## src/hdl/cfv_pkg.sv

```systemverilog
// ----------------------------------------------------------------------------
// cfv_pkg
// shared types and constants of the checked frame validator
// ----------------------------------------------------------------------------
package cfv_pkg;

  localparam int unsigned HDR_LEN = 24;

  localparam logic [63:0] FNV_BASIS   = 64'hcbf29ce484222325;
  // prime is 2^40 + 2^8 + 0xb3
  localparam logic [7:0]  FNV_PRIME_LO = 8'hb3;

  localparam logic [2:0] ST_VALID   = 3'd0;
  localparam logic [2:0] ST_SIZE    = 3'd1;
  localparam logic [2:0] ST_MAGIC   = 3'd2;
  localparam logic [2:0] ST_VERSION = 3'd3;
  localparam logic [2:0] ST_DIGEST  = 3'd4;

  typedef logic [2:0] status_t;

  // frame state captured on the final byte
  typedef struct packed {
    logic [63:0] pos;
    logic        magic_ok;
    logic [15:0] version;
    logic [63:0] length;
    logic [63:0] digest;
    logic [63:0] hash;
  } frame_sum_t;

  function automatic logic [7:0] magic_byte(input logic [1:0] idx);
    logic [7:0] b;
    case (idx)
      2'd0:    b = 8'h43;
      2'd1:    b = 8'h48;
      2'd2:    b = 8'h4d;
      default: b = 8'h32;
    endcase
    return b;
  endfunction

  function automatic logic [63:0] fnv_step(input logic [63:0] h, input logic [7:0] b);
    logic [63:0] x;
    x = h ^ {56'd0, b};
    return (x << 40) + (x << 8) + 64'(x * {56'd0, FNV_PRIME_LO});
  endfunction

endpackage

```

## src/hdl/cfv_accum.sv

```systemverilog
// ----------------------------------------------------------------------------
// cfv_accum
// per-byte header capture, payload hashing and frame summary register
// ----------------------------------------------------------------------------
module cfv_accum
  import cfv_pkg::*;
(
  input  logic       clk,
  input  logic       rst_n,
  input  logic       go,
  input  logic [7:0] byte_i,
  input  logic       last_i,
  input  logic       snap_take,
  output logic       snap_v,
  output frame_sum_t snap
);

  logic [63:0] pos_r, pos_nxt;
  logic        magic_r, magic_nxt;
  logic [15:0] version_r, version_nxt;
  logic [63:0] length_r, length_nxt;
  logic [63:0] digest_r, digest_nxt;
  logic [63:0] hash_r, hash_nxt;
  logic        snap_v_r;
  frame_sum_t  snap_r;
  logic        in_hdr;

  assign in_hdr = (pos_r[63:5] == '0) && (pos_r[4:0] < 5'(HDR_LEN));

  always_comb begin
    magic_nxt   = magic_r;
    version_nxt = version_r;
    length_nxt  = length_r;
    digest_nxt  = digest_r;
    hash_nxt    = hash_r;
    if (in_hdr) begin
      if (pos_r[4:2] == 3'd0) begin
        if (byte_i != magic_byte(pos_r[1:0])) begin
          magic_nxt = 1'b0;
        end
      end else if (pos_r[4:1] == 4'd2) begin
        version_nxt[8*pos_r[0] +: 8] = byte_i;
      end else if (pos_r[4:3] == 2'd1) begin
        length_nxt[8*pos_r[2:0] +: 8] = byte_i;
      end else if (pos_r[4:3] == 2'd2) begin
        digest_nxt[8*pos_r[2:0] +: 8] = byte_i;
      end
    end else begin
      hash_nxt = fnv_step(hash_r, byte_i);
    end
    pos_nxt = (pos_r == '1) ? pos_r : pos_r + 64'd1;
  end

  always_ff @(posedge clk) begin
    if (!rst_n) begin
      pos_r     <= '0;
      magic_r   <= 1'b1;
      version_r <= '0;
      length_r  <= '0;
      digest_r  <= '0;
      hash_r    <= FNV_BASIS;
      snap_v_r  <= 1'b0;
    end else begin
      if (go) begin
        if (last_i) begin
          pos_r     <= '0;
          magic_r   <= 1'b1;
          version_r <= '0;
          length_r  <= '0;
          digest_r  <= '0;
          hash_r    <= FNV_BASIS;
        end else begin
          pos_r     <= pos_nxt;
          magic_r   <= magic_nxt;
          version_r <= version_nxt;
          length_r  <= length_nxt;
          digest_r  <= digest_nxt;
          hash_r    <= hash_nxt;
        end
      end
      if (go && last_i) begin
        snap_v_r <= 1'b1;
      end else if (snap_take) begin
        snap_v_r <= 1'b0;
      end
    end
  end

  always_ff @(posedge clk) begin
    if (go && last_i) begin
      snap_r.pos      <= pos_nxt;
      snap_r.magic_ok <= magic_nxt;
      snap_r.version  <= version_nxt;
      snap_r.length   <= length_nxt;
      snap_r.digest   <= digest_nxt;
      snap_r.hash     <= hash_nxt;
    end
  end

  assign snap_v = snap_v_r;
  assign snap   = snap_r;

endmodule

```

## src/hdl/cfv_check.sv

```systemverilog
// ----------------------------------------------------------------------------
// cfv_check
// frame status decision and result register
// ----------------------------------------------------------------------------
module cfv_check
  import cfv_pkg::*;
(
  input  logic         clk,
  input  logic         rst_n,
  input  logic         snap_v,
  input  frame_sum_t   snap,
  input  logic [15:0]  exp_version,
  output logic         snap_take,
  input  logic         out_tready,
  output logic         out_tvalid,
  output logic [135:0] out_tdata
);

  logic        out_v_r;
  status_t     status_r, status_nxt;
  logic [63:0] digest_r;
  logic [63:0] count_r, count_nxt;
  logic        short_frame;

  assign short_frame = (snap.pos[63:5] == '0) && (snap.pos[4:0] < 5'(HDR_LEN));
  assign snap_take   = snap_v && (!out_v_r || out_tready);

  always_comb begin
    if (snap.pos == '1) begin
      count_nxt = '1;
    end else if (short_frame) begin
      count_nxt = '0;
    end else begin
      count_nxt = snap.pos - 64'(HDR_LEN);
    end
    if (short_frame) begin
      status_nxt = ST_SIZE;
    end else if (!snap.magic_ok) begin
      status_nxt = ST_MAGIC;
    end else if (snap.version != exp_version) begin
      status_nxt = ST_VERSION;
    end else if (count_nxt != snap.length) begin
      status_nxt = ST_SIZE;
    end else if (snap.hash != snap.digest) begin
      status_nxt = ST_DIGEST;
    end else begin
      status_nxt = ST_VALID;
    end
  end

  always_ff @(posedge clk) begin
    if (!rst_n) begin
      out_v_r <= 1'b0;
    end else if (snap_take) begin
      out_v_r <= 1'b1;
    end else if (out_tready) begin
      out_v_r <= 1'b0;
    end
  end

  always_ff @(posedge clk) begin
    if (snap_take) begin
      status_r <= status_nxt;
      digest_r <= snap.hash;
      count_r  <= count_nxt;
    end
  end

  assign out_tvalid = out_v_r;
  assign out_tdata  = {5'd0, count_r, digest_r, status_r};

endmodule

```

## src/hdl/checked_frame_validator.sv

```systemverilog
// ----------------------------------------------------------------------------
// checked_frame_validator
// byte stream frame checker with 64-bit fnv-1a payload digest
// ----------------------------------------------------------------------------
// the result word of a final byte passes the input, frame summary and result registers
// throughput: one byte per cycle while no final byte is held back, set by the hash update loop
// with two result words held back by out_tready, input stalls at the next final byte
// reset: synchronous active-low rst_n clears frame state, expected version 2
module checked_frame_validator
  import cfv_pkg::*;
(
  input  logic         clk,
  input  logic         rst_n,
  input  logic         in_tvalid,
  output logic         in_tready,
  input  logic [7:0]   in_tdata,   // [7:0] data_byte
  input  logic         in_tlast,   // last_byte
  output logic         out_tvalid,
  input  logic         out_tready,
  output logic [135:0] out_tdata,  // [2:0] status, [66:3] computed_digest,
                                   // [130:67] payload_count, rest zero
  input  logic         cfg_valid,
  output logic         cfg_ready,
  input  logic [15:0]  cfg_data    // expected_version
);

  logic        in_v_r;
  logic [7:0]  in_byte_r;
  logic        in_last_r;
  logic [15:0] exp_version_r;
  logic        go;
  logic        snap_v;
  logic        snap_take;
  frame_sum_t  snap;

  assign go        = in_v_r && (!in_last_r || !snap_v || snap_take);
  assign in_tready = !in_v_r || go;
  assign cfg_ready = 1'b1;

  always_ff @(posedge clk) begin
    if (!rst_n) begin
      in_v_r        <= 1'b0;
      exp_version_r <= 16'd2;
    end else begin
      if (in_tready) begin
        in_v_r <= in_tvalid;
      end
      if (cfg_valid) begin
        exp_version_r <= cfg_data;
      end
    end
  end

  always_ff @(posedge clk) begin
    if (in_tvalid && in_tready) begin
      in_byte_r <= in_tdata;
      in_last_r <= in_tlast;
    end
  end

  cfv_accum u_accum (
    .clk       (clk),
    .rst_n     (rst_n),
    .go        (go),
    .byte_i    (in_byte_r),
    .last_i    (in_last_r),
    .snap_take (snap_take),
    .snap_v    (snap_v),
    .snap      (snap)
  );

  cfv_check u_check (
    .clk         (clk),
    .rst_n       (rst_n),
    .snap_v      (snap_v),
    .snap        (snap),
    .exp_version (exp_version_r),
    .snap_take   (snap_take),
    .out_tready  (out_tready),
    .out_tvalid  (out_tvalid),
    .out_tdata   (out_tdata)
  );

endmodule

```

## config.mk

```make
export PLATFORM = sky130hd
export DESIGN_NAME = checked_frame_validator
export DESIGN_NICKNAME = d
export VERILOG_FILES = /design/src/hdl/cfv_pkg.sv /design/src/hdl/cfv_accum.sv /design/src/hdl/cfv_check.sv /design/src/hdl/checked_frame_validator.sv
export SDC_FILE = /design/constraint.sdc
export NUM_CORES = 2
export LEC_CHECK = 0
export ABC_CLOCK_PERIOD_IN_PS = 17500
export BUFFER_PORTS_ARGS = -buffer_cell sky130_fd_sc_hd__buf_2
export CELL_PAD_IN_SITES_DETAIL_PLACEMENT = 1
export CELL_PAD_IN_SITES_GLOBAL_PLACEMENT = 1
export CORE_AREA = 2 2 287 317
export CTS_CLUSTER_DIAMETER = 150
export DETAILED_ROUTE_END_ITERATION = 10
export DIE_AREA = 0 0 289 319
export MAX_ROUTING_LAYER = met4
export PLACE_DENSITY_LB_ADDON = 0.15
export REMOVE_ABC_BUFFERS = 1
export SETUP_SLACK_MARGIN = 0.3
export SLEW_MARGIN = 20
export SYNTH_ARGS = -nofsm -noshare
export SYNTH_HDL_FRONTEND = slang
export SYNTH_HIERARCHICAL = 1
export SYNTH_SLANG_ARGS = --single-unit
```

## constraint.sdc

```tcl
create_clock -name clk -period 17.5 [get_ports clk]
set_input_delay 0.875 -clock clk [delete_from_list [all_inputs] [get_ports clk]]
set_output_delay 0.875 -clock clk [all_outputs]
set_load 0.005 [all_outputs]
```

==> summary.txt <==
Setup path
  – Critical path data arrival time: just over 7000 ps
  – Startpoint types: register
  – Critical path peak fanout: 14
  – Critical Path RT: about 18,000 ps
  – Critical path capture point type: register
  – WS Path Type: reg2reg

CTS
  – Insertion delay to the later sink of the worst-skew pair: 650 ps
  – Number of gates resized after CTS: 0
  – Hold Buf Count CTS: 0
  – Root buffer cell: clkbuf_16
  – Post-CTS setup buffers: 0
  – CTS Sinks: roughly 710
  – Worst-path clk slew: around 60 ps
  – Htree depth: 3
  – CTS tree: yes
  – CTS max path bufs: 3
  – CTS Buf Count: 77

STA
  – Min Tclk post-route: about 7000 ps
  – Setup TNS: 0 ps
  – Final hold vios: 0
  – Clock skew: between 30 and 40 ps
  – Final worst slack: ~11,000 ps
  – Worst Tran Pin Value: 1190 ps
  – RSZ-0062 raised after global routing: false
  – Slew Limit Fails: 0
  – Maximum clock rate: 145 MHz
  – Final setup viols: 0
  – Final Cycle Share: 0.395
  – Max transition margin: 0.205

GRT
  – Total gr overflow: 0
  – First-pass GRT wire length: around 220,000 um
  – Most Used Layer, Global Route: met2
  – Largest net degree at the start of global routing: 87
  – Initial antenna violation count: 4
  – M3 GR Usage: 0.0348
  – Total global-route track usage: 0.340
  – Met2 Usage GRT: 0.578
  – Number of global-route vias before repair: about 34k
  – Met1 GRT Util: 0.394

Yosys
  – Post-synthesis cell type count: 106
  – Main synth FF type: edfxtp_1
  – Post-synth top area share: 0.287
  – Flops & latches, synth: ~710
  – Sequential area share after synthesis: 0.422
  – Yosys warns: 6
  – Share of synthesized flip-flops with an asynchronous set or reset: 0
  – Most instantiated library cell after synthesis: edfxtp_1
  – Post-synth EDFFs: roughly 410
  – Top post-synthesis cells by count: edfxtp_1 (413), nand2_1 (390), o21ai_0 (299)
  – Dominant cells by area after synthesis: edfxtp_1 (29%), dfxtp_1 (14%), fa_1 (11%), ha_1 (6.7%), xnor2_1 (3.5%)
  – Post-synth top area cell: edfxtp_1
  – Mean Syn Cell Area: ~11 um2
  – Syn Std Cell Area: about 43,000 um2
  – Post-Syn Instances: around 4.1k

Layout
  – Area grow syn2layout: 9.96%
  – Layout cells sized above 1: 0.104
  – Diode count: 0
  – Fillers: roughly 9.7k
  – Multi-input gate area: roughly 23,000 um2
  – Final net count: approximately 4.7k
  – Register area: about 18,000 um2

Route
  – Wire per inst: 28.1 um
  – # DRC: 0
  – Drt first pass iters: 6
  – Vias post-DR: between 30k and 40k
  – DR iter-0 viols: roughly 2.6k
  – Final WL: 152,000 um
  – Post-DRT Antenna Nets: 0
  – Vias per Instance: between 6 and 7

Floorplanning
  – Num rows: 115
  – Total Die Area: 92,200 um2
  – I/O Pins: 169
  – Die height: approximately 320 um
  – Die Width: between 200 and 300 um
  – Core area: just under 90,000 um2
  – Initial Util: 0.486

Place
  – PortBufs: between 150 and 200
  – Dpl ws: between 10,000 and 15,000 ps
  – DP HPWL: around 120,000 um
  – Final GP Congestion: 0.985

Power and ir drop
  – Leakage: 17.6 nW
  – PwrDens: approximately 86 nW/um2
  – VDD IR max: ~0.066 mV

Flow run
  – Max cap viols: 0

Worst hold path
  – HP Class: in2reg

Outcome
  – Outcome: complete, no violations
[critical path: stages, from the launching register on]
cell and delay, ps:
edfxtp_1 360, buf_4 210, xnor2_1 550, inv_1 270, ha_1 360, ha_1 320
xnor2_1 160, fa_1 520, fa_1 500, ha_1 310, ha_1 370, a21oi_1 300
nor2_1 70, o21ai_0 150, o21ai_0 130, a31o_2 270, a211oi_1 800, o21ai_0 300
a311oi_1 310, xor2_1 240, o21ai_0 120
[cell families (layout without fill, tap and decap cells)]
| family | Yosys count | count (layout) | synth area share |
|---|---|---|---|
| adder cells (fa/ha/maj) | 476 | 476 | 0.181 |
| AO/OA/AOI/OAI | 868 | 868 | 0.130 |
| flip-flops | 705 | 705 | 0.422 |
| other | 2 | 6 | 0.000174 |
| buffers and inverters | 405 | 554 | 0.0387 |
| XOR/XNOR | 288 | 288 | 0.0584 |
| multiplexers | 64 | 64 | 0.0160 |
| AND/OR/NAND/NOR | 1273 | 1273 | 0.153 |
[registers in the layout, indices dropped and copies added (netlist names), 3 cells and up]
signal and flops:
exp_version_r 16, u_accum/hash_r 64, in_byte_r 8, u_accum/snap 273, u_check/digest_r 64, u_check/count_r 64
u_accum/length_r 64, u_accum/digest_r 64, u_check/status_r 3, u_accum/pos_r 64, u_accum/version_r 16
[through the flow]
step	instances	hold WS, ps	util	area [um2]	power (W)
floorplan	3887	439	-	42300	0.00226
global placement	5261	454	0.506	45000	0.00246
detailed placement	5261	457	0.506	45000	0.00247
CTS	5404	392	0.534	47500	0.00410
global route	5404	404	0.534	47500	0.00422
finish	5404	426	0.534	47500	0.00407
[metal layers]
| metal | share of wire | routed length, um | up-vias |
|---|---|---|---|
| met1 | 0.39 | 58900 | 16800 |
| met4 | 0.063 | 9630 | 0 |
| li1 | - | - | 14800 |
| met2 | 0.51 | 77100 | 1025 |
| met5 | 0 | 0 | - |
| met3 | 0.042 | 6400 | 344 |
[cell type report]
type	count	share of cell area
clock buffer	105	0.0467
tap	1170	0.0308
timing repair buffer	204	0.0238
inverter	207	0.0166
sequential	705	0.384
clock inverter	38	0.00611
multi-input combinational	2975	0.492
[worst paths after layout]
path / cells after the start / slack, ps / start / to
worst min-delay path: 1 / 430 / in_tdata[1] / in_byte_r[1]$_DFFE_PP_
worst max-delay path: 20 / 10590 / in_byte_r[6]$_DFFE_PP_ / u_accum/snap[60]$_DFFE_PP_
worst max register to register: 20 / 10590 / in_byte_r[6]$_DFFE_PP_ / u_accum/snap[60]$_DFFE_PP_
worst min register to register: 0 / 470 / u_accum/snap[0]$_DFFE_PP_ / u_check/digest_r[0]$_DFFE_PP_
[power breakdown]
| group | internal [W] | total [W] | switching, W |
|---|---|---|---|
| registers | 0.00178 | 0.00182 | 0.0000356 |
| clock network | 0.000926 | 0.00163 | 0.000705 |
| logic | 0.000231 | 0.000621 | 0.000389 |
[cell usage in the layout (no fill, tap or decap), types with 25 or more instances in the layout]
master,instances
buf_2,161
nor2b_1,220
xor2_1,114
o21ai_0,298
fa_1,246
mux2_2,38
nor3_1,61
nand3_1,74
buf_4,42
a21oi_1,137
ha_1,230
nor4_1,54
dfxtp_1,292
and3_1,41
inv_1,204
edfxtp_1,413
nand4_1,63
mux2i_1,25
a21o_1,44
nor2_1,195
or3_1,25
xnor2_1,174
a22oi_1,153
clkbuf_16,81
a22o_1,25
nand2_1,389
No activity file was read; power rests on OpenSTA's default activity.
